[config.mk]
export PLATFORM = sky130hd
export DESIGN_NAME = energy_vad_frame_gate
export DESIGN_NICKNAME = d
export VERILOG_FILES = /design/src/evfg_pkg.sv /design/src/evfg_front.sv /design/src/evfg_fifo.sv /design/src/evfg_div.sv /design/src/evfg_decide.sv /design/src/energy_vad_frame_gate.sv
export SDC_FILE = /design/constraint.sdc
export NUM_CORES = 1
export LEC_CHECK = 0
export BUFFER_PORTS_ARGS = -buffer_cell sky130_fd_sc_hd__clkbuf_2
export CAP_MARGIN = 20
export CORE_UTILIZATION = 50
export DETAILED_ROUTE_END_ITERATION = 8
export PLACE_DENSITY = 0.73
export SLEW_MARGIN = 15
export SYNTH_ARGS = -nofsm -noshare
export SYNTH_HDL_FRONTEND = slang
export SYNTH_SLANG_ARGS = --single-unit
[constraint.sdc]
create_clock -name clk_i -period 5.3 [get_ports clk_i]
set_input_delay 0.265 -clock clk_i [delete_from_list [all_inputs] [get_ports clk_i]]
set_output_delay 0.265 -clock clk_i [all_outputs]
set_load 0.005 [all_outputs]
[src/evfg_pkg.sv]
`timescale 1ns / 1ps
// ----------------------------------------------------------------------------
// evfg_pkg
// Shared types, constants and register codes of the energy frame gate.
// ----------------------------------------------------------------------------
package evfg_pkg;

  localparam int unsigned FRAME_SAMPLES = 256;
  localparam int unsigned PREROLL_DEPTH = 16;
  localparam int unsigned CNT_W         = $clog2(FRAME_SAMPLES + 1);
  localparam int unsigned SUM_W         = 24;
  localparam int unsigned FIFO_DEPTH    = 2;
  localparam int unsigned FPTR_W        = (FIFO_DEPTH > 1) ? $clog2(FIFO_DEPTH) : 1;
  localparam int unsigned FCNT_W        = $clog2(FIFO_DEPTH + 1);
  localparam int unsigned STEP_W        = $clog2(SUM_W);
  localparam int unsigned CFG_IDX_W     = 3;
  localparam int unsigned CFG_DATA_W    = 16;

  localparam logic [9:0] CNT_SAT = 10'd1023;

  localparam logic [CFG_IDX_W-1:0] REG_THRESHOLD   = 3'd0;
  localparam logic [CFG_IDX_W-1:0] REG_PREROLL     = 3'd1;
  localparam logic [CFG_IDX_W-1:0] REG_SILENCE_LIM = 3'd2;
  localparam logic [CFG_IDX_W-1:0] REG_MAX_FRAMES  = 3'd3;
  localparam logic [CFG_IDX_W-1:0] REG_MIN_SPEECH  = 3'd4;
  localparam logic [CFG_IDX_W-1:0] REG_FLUSH       = 3'd5;

  localparam logic [15:0] RST_THRESHOLD   = 16'd500;
  localparam logic [4:0]  RST_PREROLL     = 5'd10;
  localparam logic [9:0]  RST_SILENCE_LIM = 10'd50;
  localparam logic [9:0]  RST_MAX_FRAMES  = 10'd375;
  localparam logic [9:0]  RST_MIN_SPEECH  = 10'd3;
  localparam logic [7:0]  RST_FLUSH       = 8'd60;

  typedef enum logic [1:0] {
    MODE_IDLE  = 2'd0,
    MODE_REC   = 2'd1,
    MODE_FLUSH = 2'd2
  } mode_e;

  typedef enum logic [1:0] {
    DIV_IDLE = 2'd0,
    DIV_BUSY = 2'd1,
    DIV_DONE = 2'd2
  } div_state_e;

  localparam logic [2:0] EV_IDLE    = 3'd0;
  localparam logic [2:0] EV_START   = 3'd1;
  localparam logic [2:0] EV_REC     = 3'd2;
  localparam logic [2:0] EV_END_SIL = 3'd3;
  localparam logic [2:0] EV_END_MAX = 3'd4;
  localparam logic [2:0] EV_FLUSH   = 3'd5;

  typedef struct packed {
    logic signed [15:0] sample;
    logic               last_in_frame;
  } in_t;

  typedef struct packed {
    logic [2:0]  event_res;
    logic [15:0] frame_energy;
    logic        is_speech;
    logic        keep_frame;
    logic [3:0]  ring_slot;
    logic [4:0]  preroll_count;
    logic [3:0]  oldest_slot;
    logic [9:0]  recorded_count;
    logic [9:0]  speech_count;
    logic        accepted;
  } res_t;

  typedef struct packed {
    logic [SUM_W-1:0] sum;
    logic [CNT_W-1:0] cnt;
  } frame_t;

  typedef struct packed {
    logic full;
    logic empty;
  } fifo_stat_t;

  typedef struct packed {
    logic [15:0] energy_threshold;
    logic [4:0]  preroll_frames;
    logic [9:0]  silence_limit;
    logic [9:0]  max_frames;
    logic [9:0]  min_speech;
    logic [7:0]  flush_frames;
  } cfg_t;

endpackage

[src/evfg_front.sv]
`timescale 1ns / 1ps
// ----------------------------------------------------------------------------
// evfg_front
// Sample accumulator: sums magnitudes, counts samples, emits one frame record.
// ----------------------------------------------------------------------------
module evfg_front (
  input  logic                  clk_i,
  input  logic                  rst_ni,
  input  logic                  in_valid_i,
  output logic                  in_ready_o,
  input  evfg_pkg::in_t         in_data_i,
  input  evfg_pkg::fifo_stat_t  fifo_stat_i,
  output logic                  push_o,
  output evfg_pkg::frame_t      push_data_o
);

  logic [evfg_pkg::SUM_W-1:0] sum_q, sum_d, sum_n;
  logic [evfg_pkg::CNT_W-1:0] cnt_q, cnt_d, cnt_n;
  logic [15:0]                mag;
  logic                       accept;
  logic                       frame_end;

  assign in_ready_o = !fifo_stat_i.full;
  assign accept     = in_valid_i && in_ready_o;

  always_comb begin
    mag       = in_data_i.sample[15] ? 16'(~in_data_i.sample + 16'sd1)
                                     : 16'(in_data_i.sample);
    sum_n     = sum_q + evfg_pkg::SUM_W'(mag);
    cnt_n     = cnt_q + 1'b1;
    frame_end = in_data_i.last_in_frame ||
                (cnt_n == evfg_pkg::CNT_W'(evfg_pkg::FRAME_SAMPLES));
    sum_d     = sum_q;
    cnt_d     = cnt_q;
    if (accept) begin
      if (frame_end) begin
        sum_d = '0;
        cnt_d = '0;
      end else begin
        sum_d = sum_n;
        cnt_d = cnt_n;
      end
    end
  end

  assign push_o           = accept && frame_end;
  assign push_data_o.sum  = sum_n;
  assign push_data_o.cnt  = cnt_n;

  always_ff @(posedge clk_i or negedge rst_ni) begin
    if (!rst_ni) begin
      sum_q <= '0;
      cnt_q <= '0;
    end else begin
      sum_q <= sum_d;
      cnt_q <= cnt_d;
    end
  end

endmodule

[src/evfg_fifo.sv]
`timescale 1ns / 1ps
// ----------------------------------------------------------------------------
// evfg_fifo
// Short queue of finished frame records between accumulator and divider.
// ----------------------------------------------------------------------------
module evfg_fifo (
  input  logic                  clk_i,
  input  logic                  rst_ni,
  input  logic                  push_i,
  input  evfg_pkg::frame_t      push_data_i,
  input  logic                  pop_i,
  output evfg_pkg::frame_t      pop_data_o,
  output evfg_pkg::fifo_stat_t  stat_o
);

  evfg_pkg::frame_t              mem_q [evfg_pkg::FIFO_DEPTH];
  logic [evfg_pkg::FPTR_W-1:0]   wr_ptr_q, wr_ptr_d, rd_ptr_q, rd_ptr_d;
  logic [evfg_pkg::FCNT_W-1:0]   cnt_q, cnt_d;

  function automatic logic [evfg_pkg::FPTR_W-1:0] ptr_inc(
    input logic [evfg_pkg::FPTR_W-1:0] p
  );
    if (p == evfg_pkg::FPTR_W'(evfg_pkg::FIFO_DEPTH - 1)) begin
      return '0;
    end
    return p + 1'b1;
  endfunction

  always_comb begin
    wr_ptr_d = push_i ? ptr_inc(wr_ptr_q) : wr_ptr_q;
    rd_ptr_d = pop_i  ? ptr_inc(rd_ptr_q) : rd_ptr_q;
    cnt_d    = cnt_q;
    if (push_i && !pop_i) begin
      cnt_d = cnt_q + 1'b1;
    end else if (pop_i && !push_i) begin
      cnt_d = cnt_q - 1'b1;
    end
  end

  assign pop_data_o   = mem_q[rd_ptr_q];
  assign stat_o.full  = (cnt_q == evfg_pkg::FCNT_W'(evfg_pkg::FIFO_DEPTH));
  assign stat_o.empty = (cnt_q == '0);

  always_ff @(posedge clk_i) begin
    if (push_i) begin
      mem_q[wr_ptr_q] <= push_data_i;
    end
  end

  always_ff @(posedge clk_i or negedge rst_ni) begin
    if (!rst_ni) begin
      wr_ptr_q <= '0;
      rd_ptr_q <= '0;
      cnt_q    <= '0;
    end else begin
      wr_ptr_q <= wr_ptr_d;
      rd_ptr_q <= rd_ptr_d;
      cnt_q    <= cnt_d;
    end
  end

endmodule

[src/evfg_div.sv]
`timescale 1ns / 1ps
// ----------------------------------------------------------------------------
// evfg_div
// Restoring divider, one quotient bit per cycle: frame mean = sum / count.
// ----------------------------------------------------------------------------
module evfg_div (
  input  logic              clk_i,
  input  logic              rst_ni,
  input  logic              avail_i,
  input  evfg_pkg::frame_t  frame_i,
  output logic              pop_o,
  output logic              done_o,
  output logic [15:0]       energy_o,
  input  logic              ack_i
);

  evfg_pkg::div_state_e          state_q, state_d;
  logic [evfg_pkg::SUM_W-1:0]    quo_q, quo_d;
  logic [evfg_pkg::CNT_W-1:0]    rem_q, rem_d;
  logic [evfg_pkg::CNT_W-1:0]    dsr_q, dsr_d;
  logic [evfg_pkg::STEP_W-1:0]   step_q, step_d;
  logic [evfg_pkg::CNT_W:0]      trial;
  logic                          ge;
  logic                          last_step;

  assign last_step = (step_q == evfg_pkg::STEP_W'(evfg_pkg::SUM_W - 1));

  always_comb begin
    state_d = state_q;
    case (state_q)
      evfg_pkg::DIV_IDLE: if (avail_i)   state_d = evfg_pkg::DIV_BUSY;
      evfg_pkg::DIV_BUSY: if (last_step) state_d = evfg_pkg::DIV_DONE;
      evfg_pkg::DIV_DONE: if (ack_i)     state_d = evfg_pkg::DIV_IDLE;
      default:                           state_d = evfg_pkg::DIV_IDLE;
    endcase
  end

  always_comb begin
    pop_o  = 1'b0;
    done_o = 1'b0;
    case (state_q)
      evfg_pkg::DIV_IDLE: pop_o  = avail_i;
      evfg_pkg::DIV_DONE: done_o = 1'b1;
      default: ;
    endcase
  end

  always_comb begin
    trial  = {rem_q, quo_q[evfg_pkg::SUM_W-1]};
    ge     = (trial >= {1'b0, dsr_q});
    quo_d  = quo_q;
    rem_d  = rem_q;
    dsr_d  = dsr_q;
    step_d = step_q;
    if (pop_o) begin
      quo_d  = frame_i.sum;
      dsr_d  = frame_i.cnt;
      rem_d  = '0;
      step_d = '0;
    end else if (state_q == evfg_pkg::DIV_BUSY) begin
      rem_d  = evfg_pkg::CNT_W'(ge ? trial - {1'b0, dsr_q} : trial);
      quo_d  = {quo_q[evfg_pkg::SUM_W-2:0], ge};
      step_d = step_q + 1'b1;
    end
  end

  assign energy_o = quo_q[15:0];

  always_ff @(posedge clk_i) begin
    quo_q  <= quo_d;
    rem_q  <= rem_d;
    dsr_q  <= dsr_d;
    step_q <= step_d;
  end

  always_ff @(posedge clk_i or negedge rst_ni) begin
    if (!rst_ni) begin
      state_q <= evfg_pkg::DIV_IDLE;
    end else begin
      state_q <= state_d;
    end
  end

endmodule

[src/evfg_decide.sv]
`timescale 1ns / 1ps
// ----------------------------------------------------------------------------
// evfg_decide
// Per-frame gate: speech test, pre-roll ring, recording counts, result register.
// ----------------------------------------------------------------------------
module evfg_decide (
  input  logic            clk_i,
  input  logic            rst_ni,
  input  evfg_pkg::cfg_t  cfg_i,
  input  logic            done_i,
  input  logic [15:0]     energy_i,
  output logic            ack_o,
  output logic            out_valid_o,
  input  logic            out_ready_i,
  output evfg_pkg::res_t  out_data_o
);

  evfg_pkg::mode_e  mode_q, mode_d;
  logic [3:0]       rp_q, rp_d;
  logic [4:0]       fill_q, fill_d;
  logic [9:0]       rec_q, rec_d;
  logic [9:0]       sil_q, sil_d;
  logic [9:0]       spf_q, spf_d;
  logic [7:0]       fl_q, fl_d;
  logic             out_valid_q, out_valid_d;
  evfg_pkg::res_t   res_q, res_d;

  logic        speech;
  logic [4:0]  plen;
  logic [3:0]  slot;
  logic [3:0]  next_slot;
  logic [4:0]  slot_inc;
  logic [4:0]  fill_c;
  logic [4:0]  fill_n;
  logic        keep_rec;
  logic [9:0]  rec_n;
  logic [9:0]  spf_n;
  logic [9:0]  sil_n;
  logic        hit_sil;
  logic        hit_max;
  logic        acc;
  logic [7:0]  fl_n;

  function automatic logic [9:0] sat_inc(input logic [9:0] v);
    return (v >= evfg_pkg::CNT_SAT) ? evfg_pkg::CNT_SAT : v + 10'd1;
  endfunction

  assign ack_o = done_i && (!out_valid_q || out_ready_i);

  always_comb begin
    speech = (energy_i > cfg_i.energy_threshold);
    if (cfg_i.preroll_frames == 5'd0) begin
      plen = 5'd1;
    end else if (cfg_i.preroll_frames > 5'(evfg_pkg::PREROLL_DEPTH)) begin
      plen = 5'(evfg_pkg::PREROLL_DEPTH);
    end else begin
      plen = cfg_i.preroll_frames;
    end
    slot      = ({1'b0, rp_q} < plen) ? rp_q : 4'd0;
    slot_inc  = {1'b0, slot} + 5'd1;
    next_slot = (slot_inc >= plen) ? 4'd0 : slot_inc[3:0];
    fill_c    = (fill_q > plen) ? plen : fill_q;
    fill_n    = (fill_c < plen) ? fill_c + 5'd1 : fill_c;
    keep_rec  = (rec_q < cfg_i.max_frames);
    rec_n     = keep_rec ? sat_inc(rec_q) : rec_q;
    spf_n     = speech ? sat_inc(spf_q) : spf_q;
    sil_n     = speech ? 10'd0 : sat_inc(sil_q);
    hit_sil   = (sil_n >= cfg_i.silence_limit);
    hit_max   = (rec_n >= cfg_i.max_frames);
    acc       = (spf_n >= cfg_i.min_speech);
    fl_n      = (fl_q != 8'd0) ? fl_q - 8'd1 : fl_q;
  end

  always_comb begin
    mode_d = mode_q;
    if (ack_o) begin
      case (mode_q)
        evfg_pkg::MODE_REC: begin
          if (hit_sil || hit_max) begin
            mode_d = (acc && cfg_i.flush_frames != 8'd0) ? evfg_pkg::MODE_FLUSH
                                                         : evfg_pkg::MODE_IDLE;
          end
        end
        evfg_pkg::MODE_FLUSH: begin
          if (fl_n == 8'd0) mode_d = evfg_pkg::MODE_IDLE;
        end
        default: begin
          mode_d = speech ? evfg_pkg::MODE_REC : evfg_pkg::MODE_IDLE;
        end
      endcase
    end
  end

  always_comb begin
    rp_d   = rp_q;
    fill_d = fill_q;
    rec_d  = rec_q;
    sil_d  = sil_q;
    spf_d  = spf_q;
    fl_d   = fl_q;
    res_d  = res_q;
    out_valid_d = out_valid_q && !out_ready_i;
    if (ack_o) begin
      out_valid_d        = 1'b1;
      res_d              = '0;
      res_d.frame_energy = energy_i;
      res_d.is_speech    = speech;
      case (mode_q)
        evfg_pkg::MODE_REC: begin
          res_d.keep_frame     = keep_rec;
          res_d.recorded_count = rec_n;
          res_d.speech_count   = spf_n;
          rec_d = rec_n;
          spf_d = spf_n;
          sil_d = sil_n;
          if (hit_sil || hit_max) begin
            res_d.event_res = hit_max ? evfg_pkg::EV_END_MAX : evfg_pkg::EV_END_SIL;
            res_d.accepted  = acc;
            rp_d   = '0;
            fill_d = '0;
            rec_d  = '0;
            sil_d  = '0;
            spf_d  = '0;
            if (acc && cfg_i.flush_frames != 8'd0) fl_d = cfg_i.flush_frames;
          end else begin
            res_d.event_res = evfg_pkg::EV_REC;
          end
        end
        evfg_pkg::MODE_FLUSH: begin
          res_d.event_res = evfg_pkg::EV_FLUSH;
          fl_d = fl_n;
        end
        default: begin
          rp_d            = next_slot;
          fill_d          = fill_n;
          res_d.ring_slot = slot;
          res_d.event_res = evfg_pkg::EV_IDLE;
          if (speech) begin
            res_d.event_res      = evfg_pkg::EV_START;
            res_d.keep_frame     = 1'b1;
            res_d.preroll_count  = fill_n;
            res_d.oldest_slot    = (fill_n >= plen) ? next_slot : 4'd0;
            rec_d = ({5'd0, fill_n} < cfg_i.max_frames) ? {5'd0, fill_n}
                                                        : cfg_i.max_frames;
            spf_d = 10'd1;
            sil_d = 10'd0;
            res_d.recorded_count = rec_d;
            res_d.speech_count   = 10'd1;
          end
        end
      endcase
    end
  end

  assign out_valid_o = out_valid_q;
  assign out_data_o  = res_q;

  always_ff @(posedge clk_i) begin
    res_q <= res_d;
  end

  always_ff @(posedge clk_i or negedge rst_ni) begin
    if (!rst_ni) begin
      mode_q      <= evfg_pkg::MODE_IDLE;
      rp_q        <= '0;
      fill_q      <= '0;
      rec_q       <= '0;
      sil_q       <= '0;
      spf_q       <= '0;
      fl_q        <= '0;
      out_valid_q <= 1'b0;
    end else begin
      mode_q      <= mode_d;
      rp_q        <= rp_d;
      fill_q      <= fill_d;
      rec_q       <= rec_d;
      sil_q       <= sil_d;
      spf_q       <= spf_d;
      fl_q        <= fl_d;
      out_valid_q <= out_valid_d;
    end
  end

endmodule

[src/energy_vad_frame_gate.sv]
`timescale 1ns / 1ps
// ----------------------------------------------------------------------------
// energy_vad_frame_gate
// Frame-energy voice activity gate with pre-roll ring tracking and flush.
// ----------------------------------------------------------------------------
// Samples are taken one per cycle while the frame queue is not full. A frame
// ends on last_in_frame or on the 256th sample and gives exactly one result;
// other samples give none. Each frame record waits in a two-entry queue for a
// bit-serial divider, which pops a record while idle and holds the mean until
// it is handed over; long frames stream at the full sample rate, while runs of
// shorter frames are held back by the divider through the full queue. A result
// waits in an output register without blocking accumulation of the next frame.
// Configuration writes are single-cycle and must be made while idle.
module energy_vad_frame_gate (
  input  logic                                  clk_i,
  input  logic                                  rst_ni,
  input  logic                                  in_valid_i,
  output logic                                  in_ready_o,
  input  evfg_pkg::in_t                         in_data_i,
  output logic                                  out_valid_o,
  input  logic                                  out_ready_i,
  output evfg_pkg::res_t                        out_data_o,
  input  logic                                  cfg_we_i,
  input  logic [evfg_pkg::CFG_IDX_W-1:0]        cfg_idx_i,
  input  logic [evfg_pkg::CFG_DATA_W-1:0]       cfg_wdata_i
);

  evfg_pkg::cfg_t        cfg_q, cfg_d;
  evfg_pkg::fifo_stat_t  fifo_stat;
  evfg_pkg::frame_t      push_data;
  evfg_pkg::frame_t      pop_data;
  logic                  push;
  logic                  pop;
  logic                  div_done;
  logic                  div_ack;
  logic [15:0]           energy;

  always_comb begin
    cfg_d = cfg_q;
    if (cfg_we_i) begin
      case (cfg_idx_i)
        evfg_pkg::REG_THRESHOLD:   cfg_d.energy_threshold = cfg_wdata_i[15:0];
        evfg_pkg::REG_PREROLL:     cfg_d.preroll_frames   = cfg_wdata_i[4:0];
        evfg_pkg::REG_SILENCE_LIM: cfg_d.silence_limit    = cfg_wdata_i[9:0];
        evfg_pkg::REG_MAX_FRAMES:  cfg_d.max_frames       = cfg_wdata_i[9:0];
        evfg_pkg::REG_MIN_SPEECH:  cfg_d.min_speech       = cfg_wdata_i[9:0];
        evfg_pkg::REG_FLUSH:       cfg_d.flush_frames     = cfg_wdata_i[7:0];
        default: ;
      endcase
    end
  end

  always_ff @(posedge clk_i or negedge rst_ni) begin
    if (!rst_ni) begin
      cfg_q.energy_threshold <= evfg_pkg::RST_THRESHOLD;
      cfg_q.preroll_frames   <= evfg_pkg::RST_PREROLL;
      cfg_q.silence_limit    <= evfg_pkg::RST_SILENCE_LIM;
      cfg_q.max_frames       <= evfg_pkg::RST_MAX_FRAMES;
      cfg_q.min_speech       <= evfg_pkg::RST_MIN_SPEECH;
      cfg_q.flush_frames     <= evfg_pkg::RST_FLUSH;
    end else begin
      cfg_q <= cfg_d;
    end
  end

  evfg_front u_front (
    .clk_i       (clk_i),
    .rst_ni      (rst_ni),
    .in_valid_i  (in_valid_i),
    .in_ready_o  (in_ready_o),
    .in_data_i   (in_data_i),
    .fifo_stat_i (fifo_stat),
    .push_o      (push),
    .push_data_o (push_data)
  );

  evfg_fifo u_fifo (
    .clk_i       (clk_i),
    .rst_ni      (rst_ni),
    .push_i      (push),
    .push_data_i (push_data),
    .pop_i       (pop),
    .pop_data_o  (pop_data),
    .stat_o      (fifo_stat)
  );

  evfg_div u_div (
    .clk_i    (clk_i),
    .rst_ni   (rst_ni),
    .avail_i  (!fifo_stat.empty),
    .frame_i  (pop_data),
    .pop_o    (pop),
    .done_o   (div_done),
    .energy_o (energy),
    .ack_i    (div_ack)
  );

  evfg_decide u_decide (
    .clk_i       (clk_i),
    .rst_ni      (rst_ni),
    .cfg_i       (cfg_q),
    .done_i      (div_done),
    .energy_i    (energy),
    .ack_o       (div_ack),
    .out_valid_o (out_valid_o),
    .out_ready_i (out_ready_i),
    .out_data_o  (out_data_o)
  );

`ifndef SYNTHESIS
  a_no_push_when_full: assert property (@(posedge clk_i) disable iff (!rst_ni)
    fifo_stat.full |-> !push)
    else $error("frame record pushed into full queue");

  a_pop_needs_entry: assert property (@(posedge clk_i) disable iff (!rst_ni)
    pop |-> !fifo_stat.empty)
    else $error("divider popped empty queue");

  a_start_fields: assert property (@(posedge clk_i) disable iff (!rst_ni)
    out_valid_o && (out_data_o.event_res == evfg_pkg::EV_START)
      |-> out_data_o.keep_frame && (out_data_o.preroll_count != 5'd0)
          && out_data_o.is_speech)
    else $error("speech start result without kept frame or pre-roll");

  a_accept_on_end: assert property (@(posedge clk_i) disable iff (!rst_ni)
    out_valid_o && out_data_o.accepted
      |-> (out_data_o.event_res == evfg_pkg::EV_END_SIL) ||
          (out_data_o.event_res == evfg_pkg::EV_END_MAX))
    else $error("accepted flag outside end of recording");
`endif

endmodule

# ---- Yosys cells after proc, flatten, opt, wreduce, memory -nomap -nowiden
# Memories as Yosys holds them, arrays and structs flattened.
# Cells that the tools add are included.
dict set report op_classes {
  add_sub_neg 15
  multipliers 0
  div 0
  n_lt_le_gt_ge 16
  n_eq_ne 18
  shifts 0
  muxes 66
  n_bitwise 4
  reduce_logical 42
}
# cell count
set op_table {}
lappend op_table {{$mux W10} 13}
lappend op_table {{$mux W24} 3}
lappend op_table {{$pmux W10 S2} 3}
lappend op_table {{$pmux W20 S2} 1}
lappend op_table {{$add A10 B1 Y10 const B} 3}
lappend op_table {{$ge A10 B10 Y1} 3}
lappend op_table {{$ge A10 B10 Y1 const B} 3}
lappend op_table {{$mux W5} 5}
lappend op_table {{$add A24 B16 Y24} 1}
lappend op_table {{$mux W8} 3}
lappend op_table {{$mux W20} 1}
lappend op_table {{$mux W9} 2}
lappend op_table {{$add A16 B2 Y16 const B} 1}
lappend op_table {{$gt A16 B16 Y1} 1}
lappend op_table {{$mux W16} 1}
lappend op_table {{$mux W2} 8}
lappend op_table {{$not A16 Y16} 1}
lappend op_table {{$pmux W8 S2} 1}
lappend op_table {{$reduce_bool A8 Y1} 2}
lappend op_table {{$mux W1} 14}
lappend op_table {{$reduce_and A2 Y1} 7}
lappend op_table {{$mux W4} 3}
lappend op_table {{$reduce_and A3 Y1} 4}
lappend op_table {{$add A5 B1 Y5 const B} 2}
lappend op_table {{44 further kinds} 75}
dict set report totals {
  reg_bits 250
  latchBits 0
  mem_bits_rw 66
  mem_bits_ro 0
  in_bits 41
  out_inout_bits 57
  wordCells 196
  n_memories 1
}
# name words width rd rd_clocked_by_memory_dff write_ports line
set mem_list {}
lappend mem_list {u_fifo.mem_q 2 33 1 0 1 evfg_fifo.sv:16} ;# evfg_pkg::frame_t mem_q [evfg_pkg::FIFO_DEPTH];

# ---- Longest topological paths before layout
# Gate-level depths: netlist of run 1.
dict set report logic_depth {
  ltp_word 11
  depth_mapped 26
  mapped_depth_nobuf 26
}

# ---- Hierarchy
# Synthesis of run 1 repeated with hierarchy kept, for this count alone.
dict set report unflattened {
  hier_cells 1656
  area_unflattened_um2 17969.7
}
# mod n_inst cells_each area_each_um2 seq_area_each_um2
set modules_own_cells {}
lappend modules_own_cells {evfg_decide 1 805 7469.7 2902.8}
lappend modules_own_cells {evfg_front 1 351 2977.9 825.8}
lappend modules_own_cells {evfg_fifo 1 119 2720.1 2082.0}
lappend modules_own_cells {evfg_div 1 252 2524.9 1321.3}
lappend modules_own_cells {energy_vad_frame_gate 1 129 2277.2 1506.4}

# ---- Worst setup path after synthesis of run 1
# OpenSTA, ideal clock, no wires.
dict set report synth_timing {
  path_type {register -> register}
  start {register cfg_q[41] (netlist name)}
  end {register u_decide.res_q, in the netlist u_decide.out_data_o[12], data pin}
  setup_time_ns 0.268
  arrival_ns 4.812
  t_required_ns 5.032
  setup_slack_ns 0.220
  stages_incl_launch_ff 26
  n_path_buf 0
  synth_period_minus_slack_ns 5.080
  path_cell_list {dfstp_2 -> nor3_1 -> o21ai_2 -> inv_2 -> ha_1 -> nand2b_1 -> a21oi_1 -> nor3_4 -> o21ai_0 -> o31a_1 -> inv_1 -> ha_1 -> a211o_1 -> a21oi_2 -> nand3_1 -> o21ai_1 -> nand2_1 -> xnor2_1 -> ha_1 -> a21o_1 -> a21o_1 -> a21oi_1 -> nor2_1 -> nor3_2 -> mux2i_1 -> o22ai_1}
}
dict set report synth_via {
  elab_chain_len 11
  elab_cells_between_ends 13
  cone_classes {add/sub: 1; order compare: 4; mux: 7; reduce/logical: 1}
}
# item line
set synth_rtl {}
lappend synth_rtl {{start, declared} energy_vad_frame_gate.sv:28} ;# evfg_pkg::cfg_t cfg_q, cfg_d;
lappend synth_rtl {{start signal, assigned} energy_vad_frame_gate.sv:62} ;# cfg_q <= cfg_d;
lappend synth_rtl {{$gt A5 B5 Y1} evfg_decide.sv:54} ;# end else if (cfg_i.preroll_frames > 5'(evfg_pkg::PREROLL_DEPTH)) begin
lappend synth_rtl {{$mux W5} evfg_decide.sv:54}
lappend synth_rtl {{$mux W5 *} evfg_decide.sv:52} ;# if (cfg_i.preroll_frames == 5'd0) begin
lappend synth_rtl {{$gt A5 B5 Y1} evfg_decide.sv:62} ;# fill_c = (fill_q > plen) ? plen : fill_q;
lappend synth_rtl {{$mux W5} evfg_decide.sv:62}
lappend synth_rtl {{$add A5 B1 Y5 / $lt A5 B5 Y1 (equally long branches)} evfg_decide.sv:63} ;# fill_n = (fill_c < plen) ? fill_c + 5'd1 : fill_c;
lappend synth_rtl {{$mux W5 *} evfg_decide.sv:63}
lappend synth_rtl {{named net u_decide.fill_n[2]} evfg_decide.sv:34} ;# logic [4:0] fill_n;
lappend synth_rtl {{$lt A5 B10 Y1 *} evfg_decide.sv:143} ;# rec_d = ({5'd0, fill_n} < cfg_i.max_frames) ? {5'd0, fill_n}
lappend synth_rtl {{$mux W10 *} evfg_decide.sv:143}
lappend synth_rtl {{$mux W20 *} evfg_decide.sv:138} ;# if (speech) begin
lappend synth_rtl {{$pmux W20 S2 *} evfg_decide.sv:108} ;# case (mode_q)
lappend synth_rtl {{end signal, assigned} evfg_decide.sv:159} ;# res_q <= res_d;
lappend synth_rtl {{end, declared} evfg_decide.sv:26} ;# evfg_pkg::res_t res_q, res_d;
# The timed path passes the listed nets; every way through them passes the cells marked *.
# A chain may end at the register's enable or synchronous reset.

# ---- Final worst setup path of run 1
dict set report layout_timing {
  start {register cfg_q[39] (netlist name)}
  end {register u_decide.res_q, in the netlist u_decide.out_data_o[12], data pin}
}
# The elaborated chain is that of the path after synthesis.

==> metrics, run 1 <==
Final #Nets 1850; Buf/Inv on CP 3; Syn Nets 1726; pre-CTS setup slack 92.6 ps; Synth area leader edfxtp_1; Worst path depth 25; main combinational cell family by area after synthesis compound AO/OA/AOI/OAI gates; number of synthesized flops with an enable pin approximately 150; simple-gate portion of the synthesized area between 10% and 20%; Max VDD drop 0.306 mV; Clock Latency Late Sink ~520 ps; setup TNS 0 ps; Pwr Density approximately 460 nW/µm²; Die X 186 µm; First DRT Iteration DRCs about 670; xor/xnor cell area share of the yosys netlist 3.70%; Slew @ Worst Pin 909 ps; Max stage delay on crit path 540 ps; Fin Hold WS just under 40 ps; maximum buffer depth of the clock tree 3; post-DP HPWL ~27000 µm; Core Box Area 33400 µm²; vias per cell 5.69; share of the synthesized area in the top cell type 27.2%; part of the Yosys area used for sequential elements 50.9%; DRC Markers 0; crit share post-route between 90% and 100%; fmax 197 MHz; P_leak roughly 8.5 nW; vias 12300; Slew HR 39.4%; Crit path arrival time around 5300 ps; max cap viols 0; gr ovfl total 0; Clock transition at path regs 60 ps; CP delay by family, top compound AO/OA/AOI/OAI gates; CP dominant cell by count ha_1; CTS sink cnt 316; Rows 67; crit path to u_decide.out_data_o[12]; fin area between 15000 and 20000 µm²; Starting Density approximately half; yosys warns 0; reg2reg start cfg_q[39]; RD Place Congestion ~0.9; Async SR Flop Fraction 46.8%; fin cells 2162; die height 186 µm; IO Count 98; Mean Syn Cell Area 10.9 µm²; CTS root buf clkbuf_16; Worst setup EP type register; GRT Util Overall 22.4%; setup slack after layout between 200 and 250 ps; Synth cell types 91; total CTS buffers 35; Yosys reg bits approximately 320; Max Slew Vio Count 0; Final Critical Period 5080 ps; R2R setup slack 220 ps; commonest non-fill, non-tap cell in the layout nand2_1; area delta synth->final 14.2%; CTS H-tree lvls 2; Worst Hold Class primary input to register; Setup-failing EPs final 0; synth top area cells edfxtp_1 (27%), dfrtp_1 (18%), ha_1 (8.8%); largest net degree at the start of global routing 62; Slowest cell on crit path dfstp_2; full die area 34700 µm²; multiplexer share of the synthesized area between 5 and 6%; Primary FF master, synth edfxtp_1; RSZ-0062 raised after global routing true; number of global-route vias before repair 12300; worst setup path start cfg_q[39]; outcome completed; Routed WL 38000 µm; PortBufs 97; Crit Path Max Fanout 5; Area after DPL 18000 µm²; initial antenna violation count 0; Hold Vio Cnt, Final 0; Tot Pwr just under 9 mW; Compound-Gate Fraction of Synth Area 14.4%; Syn Inst Count 1563; CTS tree yes; Antenna Nets Post-Route 0; first-pass GRT wire length 61500 µm; fraction of layout cells with a size suffix above 1 approximately 18%; Worst setup SP type register; routed len/inst 17.6 µm; Core Util, Final 58.0%; mapped cell area around 17000 µm²; Reg2Reg Depth 25; DP Cell Count 2084; Crit Path Category register to register; RR Endpoint u_decide.out_data_o[12]; Adder-Cell Fraction of Synth Area 9.08%; drt first pass iters 5; worst path required time 5530 ps; commonest cells after routing, fill and taps aside nand2_1 (167), edfxtp_1 (154), o21ai_0 (129), dfrtp_1 (124), ha_1 (120); Setup Skew around 16 ps; # diodes 0
## registers in the layout, summed over array words and instances (netlist names), 4 cells and up
signal               cells
u_decide.rec_q          10
u_div.rem_q              9
u_decide.sil_q          10
u_div.dsr_q              9
u_decide.fl_q            8
u_decide.spf_q          10
u_decide.out_data_o     55
u_decide.fill_q          5
u_div.step_q             5
u_decide.rp_q            4
cfg_q                   59
u_front.sum_q           24
u_div.quo_q             24
u_fifo.mem_q            66
u_front.cnt_q            9
## where the power goes
| group | switching [mW] | total, mW | internal (mW) |
|---|---|---|---|
| Combinational | 1.70 | 2.85 | 1.15 |
| Clock | 0.985 | 2.43 | 1.45 |
| Sequential | 0.293 | 3.56 | 3.26 |
## repair_timing
action                                  CTS  global route
hold buffers                              7             0
hold endpoints to repair                 39             0
endpoints found under the setup margin    0            18
gates resized for setup                   0            17
setup buffers                             0             6
## worst min path at each step
stage | startpoint | endpoint | slack [ps] | cells after the start
floorplan | rst_ni | cfg_q[0] | -30 | 0
global placement | rst_ni | cfg_q[12] | 180 | 1
detailed placement | rst_ni | cfg_q[13] | 180 | 1
CTS | cfg_wdata_i[8] | cfg_q[16] | 30 | 3
global route | cfg_wdata_i[9] | cfg_q[52] | 40 | 3
finish | cfg_wdata_i[8] | cfg_q[16] | 40 | 3
## routing by layer
metal | vias to the layer above | wire, µm | GRT usage (%)
met5 | - | 0 | 0
met4 | 0 | 1190 | 8.20
met3 | 92 | 1680 | 2.94
met2 | 337 | 19200 | 40.9
met1 | 5939 | 15900 | 26.9
li1 | 5937 | - | -
## tightest hold or removal path, stage by stage
cell      delay, ps
clkbuf_2        140
nand2_1          50
o21ai_0          60
## synth_stat cells (9+ instances only)
master	n
edfxtp_1	154
o22ai_1	13
dfxtp_1	14
nor2b_1	14
nand2b_1	28
dfstp_2	24
ha_1	120
a31oi_1	13
mux2_2	42
nor3_1	19
a21o_1	17
and2_1	11
nand4_1	17
o21ai_1	19
o21a_1	9
o21ai_0	131
and3_1	22
dfrtp_1	124
o31ai_1	11
xor2_1	22
nand2_1	168
nand3_1	40
a22o_1	35
o211ai_1	9
nor2_1	71
xnor2_1	46
clkbuf_1	35
inv_1	100
mux2i_1	38
a21oi_1	68
## final cells by class
type	count	area, µm²
fillers	2758	14100
flip-flops and latches	316	8640
multi-input cells	1096	7850
clock buffers	52	1060
repair buffers	135	795
well taps	448	561
inverters	103	387
clock inverters	12	98.8
## cell families (layout without fill, tap and decap cells)
logic type               count (synthesis)  count (layout)
multiplexers                            81              82
flip-flops                             316             316
buffers and inverters                  152             302
AO/OA/AOI/OAI                          380             380
adder cells (fa/ha/maj)                122             122
AND/OR/NAND/NOR                        442             442
XOR/XNOR                                70              70
Note: power is estimated with default switching activity, not from simulation.
==> run 2: changes to the inputs <==
--- a/config.mk
+++ b/config.mk
@@ -5,7 +5,7 @@
 export SDC_FILE = /design/constraint.sdc
 export NUM_CORES = 1
 export LEC_CHECK = 0
-export BUFFER_PORTS_ARGS = -buffer_cell sky130_fd_sc_hd__clkbuf_2
+export BUFFER_PORTS_ARGS = -buffer_cell sky130_fd_sc_hd__buf_2
 export CAP_MARGIN = 20
 export CORE_UTILIZATION = 50
 export DETAILED_ROUTE_END_ITERATION = 8
==> run 2 against run 1 <==
  * Routed wire length down 2.4%
  * Critical path type unchanged
  * Worst setup slack improved by 97 ps
  * Highest routed layer unchanged
  * Combinational power hardly changed
  * Global-route usage decreased by 0.51 points
  * Final cell count hardly changed
  * Power is 0.78% lower
  * Hold slack worse by 7.4 ps
==> metrics, run 2 (same netlist as run 1, synthesis figures left out) <==
outcome completed; DP Cell Count 2084 (unchanged); CTS H-tree lvls 2 (unchanged); setup TNS 0 ps (unchanged); area delta synth->final 14.0%; Max VDD drop 0.312 mV (+1.7%); Starting Density 50.7% (unchanged); PortBufs 97 (unchanged); Final #Nets 1848 (-0.11%); fmax 201 MHz (+1.9%); number of global-route vias before repair 12000 (-2.7%); FF/Latch Area 8640 µm² (unchanged); Routed WL 37100 µm (-2.4%); Die X 186 µm (unchanged); total CTS buffers 36 (+2.9%); Slew @ Worst Pin 957 ps (+48.8 ps); Worst Hold Class primary input to register; GRT Util Overall 21.9% (-0.51 points); pre-CTS setup slack 129 ps (+36.8 ps); worst setup path start cfg_q[41]; full die area 34700 µm² (unchanged); CP delay by family, top compound AO/OA/AOI/OAI gates; Antenna Nets Post-Route 0 (unchanged); Buf/Inv on CP 3 (unchanged); Worst setup SP type register; crit share post-route 94.0% (-1.8 points); gr ovfl total 0 (unchanged); CTS tree yes; vias per cell 5.66 (-0.56%); CTS root buf clkbuf_16; HP Start cfg_wdata_i[9]; commonest non-fill, non-tap cell in the layout nand2_1; maximum buffer depth of the clock tree 3 (unchanged); CP dominant cell by count ha_1; drt first pass iters 6 (+1); Setup Skew 22.2 ps (+6.33 ps); Crit Path Category register to register; initial antenna violation count 0 (unchanged); largest net degree at the start of global routing 59 (-4.8%); fin cells 2161 (-0.046%); Setup-failing EPs final 0 (unchanged); Max stage delay on crit path 540 ps (about the same); Pwr Density 453 nW/µm² (-0.53%); Core Box Area 33400 µm² (unchanged); Crit path arrival time 5220 ps (-90 ps); vias 12200 (-0.60%); # diodes 0 (unchanged); Slowest cell on crit path dfstp_2; post-DP HPWL 26300 µm (-1.4%); commonest cells after routing, fill and taps aside nand2_1 (167), edfxtp_1 (154), o21ai_0 (130), dfrtp_1 (124), ha_1 (120); Crit Path Max Fanout 5 (unchanged); P_leak 8.42 nW (-0.97%); Top reg by flops u_fifo.mem_q; area of the multi-input gates 7840 µm² (about the same); Rows 67 (unchanged); Clock Latency Late Sink 530 ps (about the same); fraction of layout cells with a size suffix above 1 16.9% (-0.63 points); IO Count 98 (unchanged); die height 186 µm (unchanged); Hold Vio Cnt, Final 0 (unchanged); worst path required time 5530 ps (about the same); Max Slew Vio Count 0 (unchanged); routed len/inst 17.2 µm (-2.3%); max reg flops 66 (unchanged); Worst setup EP type register; first-pass GRT wire length 60300 µm (-2.1%); RD Place Congestion 0.927 (+1.4%); Final Critical Period 4980 ps (-96.6 ps); reg2reg start cfg_q[41]; DRC Markers 0 (unchanged); fin area 19300 µm² (-0.24%); FILL cells 2730 (-1.0%); Slew HR 35.3% (-4.1 points); CTS sink cnt 316 (unchanged); Area after DPL 18000 µm² (unchanged); max cap viols 0 (unchanged); setup slack after layout 318 ps (+96.6 ps); First DRT Iteration DRCs 704 (+4.5%); Clock transition at path regs 60 ps (about the same)
-- run 2: power by group --
group,internal [mW],leakage (nW),total [mW],switching [mW]
logic,1.14,4.42,2.83,1.69
registers,3.26,3.45,3.55,0.290
clock network,1.39,0.548,2.38,0.988
-- run 2: path summary, 6_finish.rpt --
kind | end | slack (ps) | cells past startpoint
setup / recovery | u_decide.out_data_o[12] | 320 | 26
hold reg to reg | u_front.sum_q[8] | 470 | 2
min in group asynchronous | u_decide.spf_q[2] | 290 | 2
hold / removal | cfg_q[17] | 30 | 3
max in group asynchronous | u_front.cnt_q[5] | 3890 | 3
setup reg to reg | u_decide.out_data_o[12] | 320 | 26
-- run 2: metal layers --
layer  routed length [µm]  share of wire [%]  track usage (%)
met5                    0                  0                0
met4                 1170                3.1             8.46
met3                 1670                4.5             3.17
met2                18500                 50             38.6
met1                15800                 42             27.1
-- run 2: area by class of cell --
class | instances | area share, %
clock buffer | 54 | 5.27
clock inverter | 12 | 0.640
inverter | 103 | 2.00
multi-input combinational | 1096 | 40.5
sequential | 316 | 44.7
tap | 448 | 2.90
timing repair buffer | 132 | 3.99
-- run 2: what timing repair did --
action / 4_1_cts / 5_1_grt
endpoints found under the setup margin: 0 / 17
resized for setup: 0 / 14
hold endpoints to repair: 52 / 0
hold buffers: 7 / 0
buffers inserted: 0 / 3
-- run 2: worst register-to-register path: stages, from the launching register on --
cell	delay (ps)
dfstp_2	540
nor3_1	60
o21ai_2	180
inv_2	60
ha_1	170
nand2b_4	150
a21oi_4	210
nor3_4	80
o21ai_1	130
o31a_1	160
inv_1	80
ha_1	290
a211o_1	270
a21oi_2	190
nand3_1	110
o21ai_2	250
nand2_2	90
xnor2_2	150
ha_1	290
a21o_1	180
a21o_1	180
a21oi_2	150
nor2_1	80
nor3_2	120
buf_4	180
mux2i_2	240
o22ai_1	120
-- run 2: metrics by stage --
step	hold WS [ps]	util (%)	total power, mW
4_1_cts	24.1	57.5	8.77
3_3_place_gp	270	53.9	6.21
6_report	31.8	57.8	8.77
2_1_floorplan	-30.6	-	5.59
5_1_grt	47.6	57.8	9.32
3_5_place_dp	274	53.9	6.36
